--- src/hdl/jmc_pkg.sv ---
// ----------------------------------------------------------------------------
// jmc_pkg
// Shared widths, codes and constants of the joint move controller.
// ----------------------------------------------------------------------------
package jmc_pkg;

    // field widths
    localparam int ANGLE_W     = 32;
    localparam int MS_W        = 16;
    localparam int GAIN_W      = 24;
    localparam int FRAC_W      = 16;
    localparam int LIMIT_W     = 31;
    localparam int PHASE_W     = 2;
    localparam int CFG_IDX_W   = 3;
    localparam int CFG_DATA_W  = 31;
    localparam int IN_TDATA_W  = 48;
    localparam int OUT_TDATA_W = 40;

    // internal widths
    localparam int DIST_W    = ANGLE_W + 1;        // exact angle difference
    localparam int DVD_W     = 42;                 // |delta| * 1000 fits below 2^42
    localparam int SPD_W     = DVD_W;              // speed magnitude
    localparam int MUL_A_W   = 44;                 // largest magnitude operand
    localparam int MUL_B_W   = GAIN_W;             // gain operand
    localparam int MUL_P_W   = MUL_A_W + MUL_B_W;
    localparam int Q_FRAC    = 16;                 // fraction bits of Q16.16
    localparam int Q_W       = MUL_P_W - Q_FRAC;
    localparam int ERR_W     = MUL_A_W;

    typedef logic [PHASE_W-1:0]   phase_t;
    typedef logic [CFG_IDX_W-1:0] cfg_idx_t;

    // move phases
    localparam phase_t PH_DRIVE   = 2'd0;
    localparam phase_t PH_ARRIVED = 2'd1;
    localparam phase_t PH_DONE    = 2'd2;

    // item kinds
    localparam logic CMD_TARGET = 1'b0;
    localparam logic CMD_SAMPLE = 1'b1;

    // register indexes
    localparam cfg_idx_t REG_SPEED_GAIN   = 3'd0;
    localparam cfg_idx_t REG_ACCEL_GAIN   = 3'd1;
    localparam cfg_idx_t REG_ARRIVAL_FRAC = 3'd2;
    localparam cfg_idx_t REG_MAX_SPEED    = 3'd3;
    localparam cfg_idx_t REG_MIN_ARRIVAL  = 3'd4;

    // register reset values
    localparam logic [GAIN_W-1:0]  RST_SPEED_GAIN   = 24'd65536;
    localparam logic [GAIN_W-1:0]  RST_ACCEL_GAIN   = 24'd65536;
    localparam logic [FRAC_W-1:0]  RST_ARRIVAL_FRAC = 16'd6554;
    localparam logic [LIMIT_W-1:0] RST_MAX_SPEED    = 31'd1310720;
    localparam logic [LIMIT_W-1:0] RST_MIN_ARRIVAL  = 31'd6554;

    // output saturation bounds
    localparam logic [ANGLE_W-1:0] SAT_POS = 32'h7FFF_FFFF;
    localparam logic [ANGLE_W-1:0] SAT_NEG = 32'h8000_0000;

endpackage

--- src/hdl/jmc_mul.sv ---
// ----------------------------------------------------------------------------
// jmc_mul
// Serial shift-add multiplier, one bit of the B operand per cycle.
// ----------------------------------------------------------------------------
module jmc_mul #(
    parameter int A_W = 44,
    parameter int B_W = 24
) (
    input  logic               aclk,
    input  logic               aresetn,
    input  logic               start_i,
    input  logic [A_W-1:0]     a_i,
    input  logic [B_W-1:0]     b_i,
    output logic               done_o,
    output logic [A_W+B_W-1:0] prod_o
);

    localparam int CNT_W = (B_W > 1) ? $clog2(B_W) : 1;

    logic [A_W-1:0]     a_reg, a_next;
    logic [B_W-1:0]     b_reg, b_next;
    logic [A_W+B_W-1:0] acc_reg, acc_next;
    logic [CNT_W-1:0]   cnt_reg, cnt_next;
    logic               busy_reg, busy_next;
    logic               done_reg, done_next;
    logic [A_W:0]       sum;

    // add the operand into the upper half, then shift the product right
    always_comb begin
        a_next    = a_reg;
        b_next    = b_reg;
        acc_next  = acc_reg;
        cnt_next  = cnt_reg;
        busy_next = busy_reg;
        done_next = 1'b0;
        sum       = {1'b0, acc_reg[A_W+B_W-1:B_W]} + (b_reg[0] ? {1'b0, a_reg} : '0);
        if (start_i) begin
            a_next    = a_i;
            b_next    = b_i;
            acc_next  = '0;
            cnt_next  = '0;
            busy_next = 1'b1;
        end else if (busy_reg) begin
            acc_next = {sum, acc_reg[B_W-1:1]};
            b_next   = b_reg >> 1;
            cnt_next = cnt_reg + 1'b1;
            if (cnt_reg == CNT_W'(B_W - 1)) begin
                busy_next = 1'b0;
                done_next = 1'b1;
            end
        end
    end

    always_ff @(posedge aclk) begin
        a_reg   <= a_next;
        b_reg   <= b_next;
        acc_reg <= acc_next;
        cnt_reg <= cnt_next;
        if (!aresetn) begin
            busy_reg <= 1'b0;
            done_reg <= 1'b0;
        end else begin
            busy_reg <= busy_next;
            done_reg <= done_next;
        end
    end

    assign done_o = done_reg;
    assign prod_o = acc_reg;

endmodule

--- src/hdl/jmc_div.sv ---
// ----------------------------------------------------------------------------
// jmc_div
// Restoring divider, one quotient bit per cycle.
// ----------------------------------------------------------------------------
module jmc_div #(
    parameter int DVD_W = 42,
    parameter int DVS_W = 16
) (
    input  logic             aclk,
    input  logic             aresetn,
    input  logic             start_i,
    input  logic [DVD_W-1:0] dividend_i,
    input  logic [DVS_W-1:0] divisor_i,
    output logic             done_o,
    output logic [DVD_W-1:0] quot_o
);

    localparam int CNT_W = (DVD_W > 1) ? $clog2(DVD_W) : 1;

    logic [DVD_W-1:0] q_reg, q_next;
    logic [DVS_W-1:0] rem_reg, rem_next;
    logic [DVS_W-1:0] dvs_reg, dvs_next;
    logic [CNT_W-1:0] cnt_reg, cnt_next;
    logic             busy_reg, busy_next;
    logic             done_reg, done_next;
    logic [DVS_W:0]   trial;
    logic [DVS_W:0]   diff;

    // shift in the next dividend bit and subtract where it fits
    always_comb begin
        q_next    = q_reg;
        rem_next  = rem_reg;
        dvs_next  = dvs_reg;
        cnt_next  = cnt_reg;
        busy_next = busy_reg;
        done_next = 1'b0;
        trial     = {rem_reg, q_reg[DVD_W-1]};
        diff      = trial - {1'b0, dvs_reg};
        if (start_i) begin
            q_next    = dividend_i;
            rem_next  = '0;
            dvs_next  = divisor_i;
            cnt_next  = '0;
            busy_next = 1'b1;
        end else if (busy_reg) begin
            if (trial >= {1'b0, dvs_reg}) begin
                rem_next = diff[DVS_W-1:0];
                q_next   = {q_reg[DVD_W-2:0], 1'b1};
            end else begin
                rem_next = trial[DVS_W-1:0];
                q_next   = {q_reg[DVD_W-2:0], 1'b0};
            end
            cnt_next = cnt_reg + 1'b1;
            if (cnt_reg == CNT_W'(DVD_W - 1)) begin
                busy_next = 1'b0;
                done_next = 1'b1;
            end
        end
    end

    always_ff @(posedge aclk) begin
        q_reg   <= q_next;
        rem_reg <= rem_next;
        dvs_reg <= dvs_next;
        cnt_reg <= cnt_next;
        if (!aresetn) begin
            busy_reg <= 1'b0;
            done_reg <= 1'b0;
        end else begin
            busy_reg <= busy_next;
            done_reg <= done_next;
        end
    end

    assign done_o = done_reg;
    assign quot_o = q_reg;

endmodule

--- src/hdl/joint_move_controller_unit.sv ---
// ----------------------------------------------------------------------------
// joint_move_controller_unit
// Cascaded proportional position and speed controller for one joint.
// ----------------------------------------------------------------------------
// A set-target item (tuser 0) is taken and gives no result. A sample item
// (tuser 1) gives one result, which waits while the result side holds off.
// The first sample of a move runs the arrival product through the serial
// multiplier; a later sample with nonzero elapsed time first divides the
// angle change times 1000 by the elapsed time in the 42-step serial divider.
// A sample that stays in drive then runs the target speed and acceleration
// products, one in arrived only the acceleration product, and one that ends
// in done neither. The slowest case is a later sample in drive, the quickest
// a done sample with zero elapsed time. One sample is in flight at a time;
// the next item is taken as soon as the result sits in the output register.
// Configuration writes are taken at any time and must only come while no
// sample is in flight.
module joint_move_controller_unit (
    input  logic                               aclk,
    input  logic                               aresetn,
    // sample and target items
    input  logic                               s_tvalid,
    output logic                               s_tready,
    input  logic [jmc_pkg::IN_TDATA_W-1:0]     s_tdata,   // angle[31:0], elapsed_ms[47:32]
    input  logic                               s_tuser,   // cmd
    // results
    output logic                               m_tvalid,
    input  logic                               m_tready,
    output logic [jmc_pkg::OUT_TDATA_W-1:0]    m_tdata,   // accel_out[31:0], phase[33:32]
    // register writes
    input  logic                               cfg_valid,
    output logic                               cfg_ready,
    input  logic [jmc_pkg::CFG_IDX_W-1:0]      cfg_index,
    input  logic [jmc_pkg::CFG_DATA_W-1:0]     cfg_data
);

    import jmc_pkg::*;

    // sequencer states
    localparam logic [2:0] ST_IDLE  = 3'd0;
    localparam logic [2:0] ST_ARR   = 3'd1;
    localparam logic [2:0] ST_DIV   = 3'd2;
    localparam logic [2:0] ST_PHASE = 3'd3;
    localparam logic [2:0] ST_TSPD  = 3'd4;
    localparam logic [2:0] ST_ERR   = 3'd5;
    localparam logic [2:0] ST_ACC   = 3'd6;
    localparam logic [2:0] ST_OUT   = 3'd7;

    // configuration
    logic [GAIN_W-1:0]  speed_gain_reg, speed_gain_next;
    logic [GAIN_W-1:0]  accel_gain_reg, accel_gain_next;
    logic [FRAC_W-1:0]  frac_reg, frac_next;
    logic [LIMIT_W-1:0] max_speed_reg, max_speed_next;
    logic [LIMIT_W-1:0] min_arr_reg, min_arr_next;

    // move state
    logic [ANGLE_W-1:0] target_reg, target_next;
    logic [ANGLE_W-1:0] prev_reg, prev_next;
    logic [ANGLE_W-1:0] arr_reg, arr_next;
    logic               dir_reg, dir_next;
    phase_t             phase_reg, phase_next;
    logic               first_reg, first_next;

    // per-sample working values
    logic [2:0]         state_reg, state_next;
    logic [DIST_W-1:0]  dist_reg, dist_next;
    logic [DIST_W-1:0]  dmag_reg, dmag_next;
    logic               dneg_reg, dneg_next;
    logic [MS_W-1:0]    ms_reg, ms_next;
    logic [SPD_W-1:0]   spd_mag_reg, spd_mag_next;
    logic               spd_neg_reg, spd_neg_next;
    logic [ANGLE_W-1:0] tspd_reg, tspd_next;
    logic [ERR_W-1:0]   err_reg, err_next;
    logic [ANGLE_W-1:0] acc_reg, acc_next;
    logic               mul_start_reg, mul_start_next;
    logic               div_start_reg, div_start_next;

    // output register
    logic               m_valid_reg, m_valid_next;
    logic [ANGLE_W-1:0] m_accel_reg, m_accel_next;
    phase_t             m_phase_reg, m_phase_next;

    // datapath signals
    logic [ANGLE_W-1:0] in_angle;
    logic [MS_W-1:0]    in_ms;
    logic [DIST_W-1:0]  dist_in;
    logic [DIST_W-1:0]  delta_in;
    logic [DIST_W-1:0]  dist_mag;
    logic [DVD_W-1:0]   dmag_ext;
    logic [DVD_W-1:0]   dividend;
    logic [ERR_W-1:0]   err_mag;
    logic [ERR_W-1:0]   tspd_ext;
    logic [ERR_W-1:0]   spd_ext;
    logic [MUL_A_W-1:0] mul_a;
    logic [MUL_B_W-1:0] mul_b;
    logic [MUL_P_W-1:0] mul_prod;
    logic               mul_done;
    logic [SPD_W-1:0]   div_quot;
    logic               div_done;
    logic [Q_W-1:0]     prod_q;
    logic [LIMIT_W-1:0] arr_sat;
    logic               arr_pos;
    logic [LIMIT_W-1:0] ts_clip;
    logic               crossed;
    logic               big_pos;
    logic               big_neg;
    logic               in_fire;
    logic               out_free;

    // input fields
    assign in_angle = s_tdata[ANGLE_W-1:0];
    assign in_ms    = s_tdata[ANGLE_W +: MS_W];
    assign in_fire  = s_tvalid && s_tready;
    assign out_free = !m_valid_reg || m_tready;

    // angle differences, kept exact at one bit wider
    assign dist_in  = {target_reg[ANGLE_W-1], target_reg} - {in_angle[ANGLE_W-1], in_angle};
    assign delta_in = {in_angle[ANGLE_W-1], in_angle} - {prev_reg[ANGLE_W-1], prev_reg};
    assign dist_mag = dist_reg[DIST_W-1] ? (~dist_reg + 1'b1) : dist_reg;

    // |delta| * 1000 as 1024 - 16 - 8 times |delta|
    assign dmag_ext = {{(DVD_W-DIST_W){1'b0}}, dmag_reg};
    assign dividend = (dmag_ext << 10) - (dmag_ext << 4) - (dmag_ext << 3);

    // speed error magnitude for the last product
    assign err_mag  = err_reg[ERR_W-1] ? (~err_reg + 1'b1) : err_reg;
    assign tspd_ext = {{(ERR_W-ANGLE_W){tspd_reg[ANGLE_W-1]}}, tspd_reg};
    assign spd_ext  = {{(ERR_W-SPD_W){1'b0}}, spd_mag_reg};

    // multiplier operands follow the state that owns the product
    always_comb begin
        case (state_reg)
            ST_ARR: begin
                mul_a = {{(MUL_A_W-DIST_W){1'b0}}, dist_mag};
                mul_b = {{(MUL_B_W-FRAC_W){1'b0}}, frac_reg};
            end
            ST_TSPD: begin
                mul_a = {{(MUL_A_W-DIST_W){1'b0}}, dist_mag};
                mul_b = speed_gain_reg;
            end
            default: begin
                mul_a = err_mag;
                mul_b = accel_gain_reg;
            end
        endcase
    end

    jmc_mul #(
        .A_W (MUL_A_W),
        .B_W (MUL_B_W)
    ) u_jmc_mul (
        .aclk    (aclk),
        .aresetn (aresetn),
        .start_i (mul_start_reg),
        .a_i     (mul_a),
        .b_i     (mul_b),
        .done_o  (mul_done),
        .prod_o  (mul_prod)
    );

    jmc_div #(
        .DVD_W (DVD_W),
        .DVS_W (MS_W)
    ) u_jmc_div (
        .aclk       (aclk),
        .aresetn    (aresetn),
        .start_i    (div_start_reg),
        .dividend_i (dividend),
        .divisor_i  (ms_reg),
        .done_o     (div_done),
        .quot_o     (div_quot)
    );

    // product scaled back by the Q16 fraction
    assign prod_q = mul_prod[MUL_P_W-1:Q_FRAC];

    // arrival distance, target speed and acceleration limits
    assign arr_sat = (|prod_q[Q_W-1:LIMIT_W]) ? '1 : prod_q[LIMIT_W-1:0];
    assign arr_pos = !dist_reg[DIST_W-1] && (arr_sat != '0);
    assign ts_clip = (prod_q > {{(Q_W-LIMIT_W){1'b0}}, max_speed_reg}) ?
                     max_speed_reg : prod_q[LIMIT_W-1:0];
    assign big_pos = |prod_q[Q_W-1:ANGLE_W-1];
    assign big_neg = (|prod_q[Q_W-1:ANGLE_W]) ||
                     (prod_q[ANGLE_W-1] && (|prod_q[ANGLE_W-2:0]));

    // arrival point crossed in the move direction
    assign crossed = dir_reg ?
        ($signed(dist_reg) < $signed({arr_reg[ANGLE_W-1], arr_reg})) :
        ($signed(dist_reg) > $signed({arr_reg[ANGLE_W-1], arr_reg}));

    // register writes
    always_comb begin
        speed_gain_next = speed_gain_reg;
        accel_gain_next = accel_gain_reg;
        frac_next       = frac_reg;
        max_speed_next  = max_speed_reg;
        min_arr_next    = min_arr_reg;
        if (cfg_valid) begin
            unique case (cfg_index)
                REG_SPEED_GAIN:   speed_gain_next = cfg_data[GAIN_W-1:0];
                REG_ACCEL_GAIN:   accel_gain_next = cfg_data[GAIN_W-1:0];
                REG_ARRIVAL_FRAC: frac_next       = cfg_data[FRAC_W-1:0];
                REG_MAX_SPEED:    max_speed_next  = cfg_data;
                REG_MIN_ARRIVAL:  min_arr_next    = cfg_data;
                default: ;
            endcase
        end
    end

    // sample sequencer
    always_comb begin
        state_next     = state_reg;
        target_next    = target_reg;
        prev_next      = prev_reg;
        arr_next       = arr_reg;
        dir_next       = dir_reg;
        phase_next     = phase_reg;
        first_next     = first_reg;
        dist_next      = dist_reg;
        dmag_next      = dmag_reg;
        dneg_next      = dneg_reg;
        ms_next        = ms_reg;
        spd_mag_next   = spd_mag_reg;
        spd_neg_next   = spd_neg_reg;
        tspd_next      = tspd_reg;
        err_next       = err_reg;
        acc_next       = acc_reg;
        mul_start_next = 1'b0;
        div_start_next = 1'b0;
        m_accel_next   = m_accel_reg;
        m_phase_next   = m_phase_reg;
        m_valid_next   = m_valid_reg;
        if (m_valid_reg && m_tready) begin
            m_valid_next = 1'b0;
        end

        unique case (state_reg)
            ST_IDLE: begin
                if (in_fire) begin
                    if (s_tuser == CMD_TARGET) begin
                        target_next = in_angle;
                        phase_next  = PH_DRIVE;
                        first_next  = 1'b1;
                    end else begin
                        dist_next  = dist_in;
                        dneg_next  = delta_in[DIST_W-1];
                        dmag_next  = delta_in[DIST_W-1] ? (~delta_in + 1'b1) : delta_in;
                        ms_next    = in_ms;
                        prev_next  = in_angle;
                        first_next = 1'b0;
                        if (first_reg) begin
                            mul_start_next = 1'b1;
                            state_next     = ST_ARR;
                        end else if (in_ms == '0) begin
                            spd_mag_next = '0;
                            spd_neg_next = 1'b0;
                            state_next   = ST_PHASE;
                        end else begin
                            div_start_next = 1'b1;
                            state_next     = ST_DIV;
                        end
                    end
                end
            end
            ST_ARR: begin
                // first sample fixes direction and arrival distance
                if (mul_done) begin
                    dir_next = !dist_reg[DIST_W-1] && (dist_reg != '0);
                    if (arr_sat < min_arr_reg) begin
                        arr_next = arr_pos ? {1'b0, min_arr_reg} : (~{1'b0, min_arr_reg} + 1'b1);
                    end else begin
                        arr_next = dist_reg[DIST_W-1] ? (~{1'b0, arr_sat} + 1'b1) :
                                                        {1'b0, arr_sat};
                    end
                    spd_mag_next = '0;
                    spd_neg_next = 1'b0;
                    state_next   = ST_PHASE;
                end
            end
            ST_DIV: begin
                if (div_done) begin
                    spd_mag_next = div_quot;
                    spd_neg_next = dneg_reg;
                    state_next   = ST_PHASE;
                end
            end
            ST_PHASE: begin
                // one phase step at most, control uses the new phase
                if (phase_reg == PH_DRIVE) begin
                    if (crossed) begin
                        phase_next = PH_ARRIVED;
                        tspd_next  = '0;
                        state_next = ST_ERR;
                    end else begin
                        mul_start_next = 1'b1;
                        state_next     = ST_TSPD;
                    end
                end else if (phase_reg == PH_ARRIVED) begin
                    if (spd_mag_reg[SPD_W-1:Q_FRAC] == '0) begin
                        phase_next = PH_DONE;
                        acc_next   = '0;
                        state_next = ST_OUT;
                    end else begin
                        tspd_next  = '0;
                        state_next = ST_ERR;
                    end
                end else begin
                    acc_next   = '0;
                    state_next = ST_OUT;
                end
            end
            ST_TSPD: begin
                if (mul_done) begin
                    tspd_next  = dist_reg[DIST_W-1] ? (~{1'b0, ts_clip} + 1'b1) : {1'b0, ts_clip};
                    state_next = ST_ERR;
                end
            end
            ST_ERR: begin
                err_next       = spd_neg_reg ? (tspd_ext + spd_ext) : (tspd_ext - spd_ext);
                mul_start_next = 1'b1;
                state_next     = ST_ACC;
            end
            ST_ACC: begin
                if (mul_done) begin
                    if (err_reg[ERR_W-1]) begin
                        acc_next = big_neg ? SAT_NEG : (~prod_q[ANGLE_W-1:0] + 1'b1);
                    end else begin
                        acc_next = big_pos ? SAT_POS : prod_q[ANGLE_W-1:0];
                    end
                    state_next = ST_OUT;
                end
            end
            ST_OUT: begin
                if (out_free) begin
                    m_accel_next = acc_reg;
                    m_phase_next = phase_reg;
                    m_valid_next = 1'b1;
                    state_next   = ST_IDLE;
                end
            end
            default: state_next = ST_IDLE;
        endcase
    end

    always_ff @(posedge aclk) begin
        dist_reg     <= dist_next;
        dmag_reg     <= dmag_next;
        dneg_reg     <= dneg_next;
        ms_reg       <= ms_next;
        spd_mag_reg  <= spd_mag_next;
        spd_neg_reg  <= spd_neg_next;
        tspd_reg     <= tspd_next;
        err_reg      <= err_next;
        acc_reg      <= acc_next;
        m_accel_reg  <= m_accel_next;
        m_phase_reg  <= m_phase_next;
        if (!aresetn) begin
            speed_gain_reg <= RST_SPEED_GAIN;
            accel_gain_reg <= RST_ACCEL_GAIN;
            frac_reg       <= RST_ARRIVAL_FRAC;
            max_speed_reg  <= RST_MAX_SPEED;
            min_arr_reg    <= RST_MIN_ARRIVAL;
            target_reg     <= '0;
            prev_reg       <= '0;
            arr_reg        <= '0;
            dir_reg        <= 1'b0;
            phase_reg      <= PH_DONE;
            first_reg      <= 1'b1;
            state_reg      <= ST_IDLE;
            mul_start_reg  <= 1'b0;
            div_start_reg  <= 1'b0;
            m_valid_reg    <= 1'b0;
        end else begin
            speed_gain_reg <= speed_gain_next;
            accel_gain_reg <= accel_gain_next;
            frac_reg       <= frac_next;
            max_speed_reg  <= max_speed_next;
            min_arr_reg    <= min_arr_next;
            target_reg     <= target_next;
            prev_reg       <= prev_next;
            arr_reg        <= arr_next;
            dir_reg        <= dir_next;
            phase_reg      <= phase_next;
            first_reg      <= first_next;
            state_reg      <= state_next;
            mul_start_reg  <= mul_start_next;
            div_start_reg  <= div_start_next;
            m_valid_reg    <= m_valid_next;
        end
    end

    // ports
    assign s_tready  = (state_reg == ST_IDLE);
    assign cfg_ready = 1'b1;
    assign m_tvalid  = m_valid_reg;
    assign m_tdata   = {{(OUT_TDATA_W-ANGLE_W-PHASE_W){1'b0}}, m_phase_reg, m_accel_reg};

endmodule

--- config.mk ---
export PLATFORM = sky130hd
export DESIGN_NAME = joint_move_controller_unit
export DESIGN_NICKNAME = d
export VERILOG_FILES = /design/src/hdl/jmc_pkg.sv /design/src/hdl/jmc_mul.sv /design/src/hdl/jmc_div.sv /design/src/hdl/joint_move_controller_unit.sv
export SDC_FILE = /design/constraint.sdc
export NUM_CORES = 2
export LEC_CHECK = 0
export BUFFER_PORTS_ARGS = -buffer_cell sky130_fd_sc_hd__buf_4
export CAP_MARGIN = 20
export CORE_MARGIN = 2
export CORE_UTILIZATION = 50
export DETAILED_ROUTE_END_ITERATION = 10
export PLACE_DENSITY_LB_ADDON = 0.15
export SYNTH_ARGS = -nofsm -noshare
export SYNTH_HDL_FRONTEND = slang
export SYNTH_SLANG_ARGS = --single-unit
--- constraint.sdc ---
create_clock -name aclk -period 5.9 [get_ports aclk]
set_input_delay 1.18 -clock aclk [delete_from_list [all_inputs] [get_ports aclk]]
set_output_delay 1.18 -clock aclk [all_outputs]
set_load 0.01 [all_outputs]
==> metrics list <==
- Least-Margin Pin Slew: about 1.1 ns
- Crit. End Element: flip-flop
- Number of setup violations in the final report: 0
* Post-layout nets: 5742
- Final wirelength: 134000 um
* Reg clk slew, reported paths: 0.06 ns
* Netlist cell types: 93
* I/O Buffers: between 100 and 150
- Setup Total Neg Slack: 0 ns
- Count of state elements after synthesis: 709
* Detailed Route Iter0 Violations: 2997
* Yosys warning count: 0
- Cell Chain, Critical Path: or3_1, or3_1, nor3_1, buf_4, nor4b_2, a21oi_1, xor2_1, ha_1, and3_1, a22o_1, o21a_1, a311oi_1, o31ai_1, buf_4, a22oi_1, a211oi_1, o31ai_1, o21bai_1, a21oi_1, xnor2_1
- At the end of routability-driven placement, the weighted congestion stood at 0.981.
* Setup WS post-layout: 0.774 ns
* Post-synth design cell area: 0.0468 mm^2
- The layout has between 8k and 9k filler cells.
- In the synthesized netlist the async set-or-reset flop fraction comes to 0%.
- The worst register-to-register path begins at spd_mag_reg[3].
- Entering global routing, the biggest net connects 95 pins.
- Clock skew after layout: 0.0526 ns
- Setup repair after global routing left no endpoint under its margin.
- Sequential elements use 38.8% of the synthesized area.
- Timing would allow up to 0.195 GHz.
- For this block, the via count after detailed routing is 38.0k.
- Remaining Overflow, GRT: 0
- MaxCap Viol Count: 0
- Gate Count Post-Synth: 5287
- Run status: completed
* Slowest cell on crit path: sky130_fd_sc_hd__nor4b_2
* Number of primary I/O pins: roughly 130
- Residual antenna-violating net count after detailed routing: 0
- Total half-perimeter wirelength after legalization and detailed placement: 101000 um
- H-tree levels: 3
- CTS tree: yes
- Clock Latency Late Sink: 0.69 ns
- Initial standard-cell utilization of the core: 50.2%
- DRC errors left: 0
- Path class of the lowest-slack min-delay path: flip-flop to flip-flop
- Slack of the worst reg-to-reg path: about 0.77 ns
- Leakage: 20.0 nW
* Core Box Area: just over 0.09 mm^2
* Master cell of the clock root buffer: sky130_fd_sc_hd__clkbuf_16
- In the finished design, the share of the clock period the worst path needs comes to 86.9%.
* Via-to-Cell Ratio: 5.73
- Power Density: 388 mW/mm^2
- In the synthesized netlist the dominant register cell turns out to be sky130_fd_sc_hd__edfxtp_1.
- Global-route wire length before repair: 207000 um
- Floorplan die height: 310 um
- Synth-to-layout area growth: 10.2%
- 0 antenna diodes ended up in the layout.
* Die Span X: a little over 300 um
- Capture endpoint of the worst hold path: m_accel_reg[3]
- First-pass detailed-route iteration total: 6
* CP top delay family: compound AO/OA/AOI/OAI gates
- At the worst endpoint, the arrival time is 5.52 ns.
- The synthesized design contains 394 enable-type register cells.
- The count of final max-slew check failures was 0.
* Syn_area_per_cell: 8.84 um^2
- The floorplan has 112 rows.
- Fraction of final layout cells with drive strength greater than 1: roughly 7.5%
- Antenna violations before repair: 1
- In this run the worst setup path begins at spd_mag_reg[3].
- Worst Min Path Start: acc_reg[3]
- The register with the most flip-flops in the layout has 52 of them.
- Largest voltage drop on the vdd net: 340 uV
- Crit-path max cell delay: 0.47 ns
* Biggest fanout along the worst timing path: 6
- Worst path buffer plus inverter count: 2
- The die covers 0.0960 mm^2.
- Placement Setup Slack: 0.818 ns
* Cell depth of the worst min-delay path: 0
- Most common library cell in the layout ignoring fill and taps: sky130_fd_sc_hd__nand2_1
- The clock drives 709 sinks.
* Number of buffers added by the clock tree synthesis step: 81
- STA classifies the critical path startpoint as a flip-flop.
* # Post-CTS Setup Buffers: 0
- Count of endpoints failing hold in the final timing report: 0
* Global router's overall resource usage: 27.8%
- Headroom to the max-slew limit came out at roughly 28%.
- Measured in cells, the most critical reg-to-reg path has a length of 20.
- The via count of the first global-routing pass is 35.6k.
* Leading cell types in the layout, fill and taps excluded: 667 x sky130_fd_sc_hd__nand2_1, 435 x sky130_fd_sc_hd__nor2_1, 394 x sky130_fd_sc_hd__edfxtp_1
* Post-CTS sizing: 0
- Average wire per cell in the routed design: about 20 um
- The worst register-to-register path ends at err_reg[41].
* Worst Setup Path Type: flip-flop to flip-flop
- Deepest clock path buffer count: 3
* Final critical-path required period: 5.13 ns
- STA puts the critical path data required time at 6.29 ns.
- Buffers inserted to repair hold after CTS numbered 0.
==> layer usage <==
metal  part of all wire [%]  wire (um)  global-route usage, %
met5                      0          0                      0
met4                    4.6       6160                   11.8
met3                    5.5       7380                   3.05
met2                     45      59700                   44.1
met1                     45      60700                   38.5
==> worst max path at each step <==
stage | end | slack [ns] | cells past startpoint
finish | err_reg[41] | 0.77 | 20
global route | err_reg[41] | 0.34 | 21
CTS | err_reg[41] | 0.75 | 20
detailed placement | err_reg[41] | 0.82 | 20
global placement | err_reg[41] | 0.85 | 20
floorplan | err_reg[41] | 1.24 | 18
==> cells in the mapped netlist (all sizes together) (80+ instances only) <==
cell	count	area, um^2
o21ai	279	1410
xor2	136	1190
nand2b	80	500
nand2	672	2540
edfxtp	394	11800
mux2i	86	861
a21boi	180	1350
dfxtp	315	6310
a21o	119	893
xnor2	258	2260
inv	308	1160
clkbuf	222	833
nor2	440	1670
a21oi	373	1870
nand3	108	541
and2	109	684
ha	317	3970
==> through the flow <==
stage	power, W	hold slack [ns]	instance area, um^2	instances	utilization (%)
6_report	0.0200	0.412	51500	6628	55.4
2_1_floorplan	0.0125	0.400	46800	5292	-
3_3_place_gp	0.0148	0.401	48800	6469	52.4
5_1_grt	0.0212	0.419	51500	6628	55.4
4_1_cts	0.0199	0.416	51400	6621	55.2
3_5_place_dp	0.0148	0.405	48800	6470	52.4
==> final cells by class <==
class                      count  area, um^2  share of cell area (%)
multi-input combinational   4015       26500                    51.4
sequential                   709       18100                    35.2
clock buffer                 104        2160                    4.20
tap                         1254        1570                    3.04
timing repair buffer         189        1550                    3.00
inverter                     310        1170                    2.26
clock inverter                47         470                   0.913
==> where the power goes <==
part	switching [W]	total, W	internal (W)	leakage, nW
Combinational	0.00522	0.00841	0.00319	12.5
Clock	0.00218	0.00503	0.00285	1.27
Sequential	0.000593	0.00654	0.00595	6.16
Total	0.00799	0.0200	0.0120	20.0
==> cell families (layout without fill, tap and decap cells) <==
group           count (synthesis)  in the layout  share of synthesized area (%)
compound gates               1356           1356                           18.6
buf+inv                       568            650                           4.76
fa+ha+maj                     348            348                           9.81
xor+xnor                      394            394                           7.38
other cells                     2              7                         0.0161
simple gates                 1790           1790                           17.9
mux                           120            120                           2.66
flops                         709            709                           38.8
No activity file was read; power rests on OpenSTA's default activity.
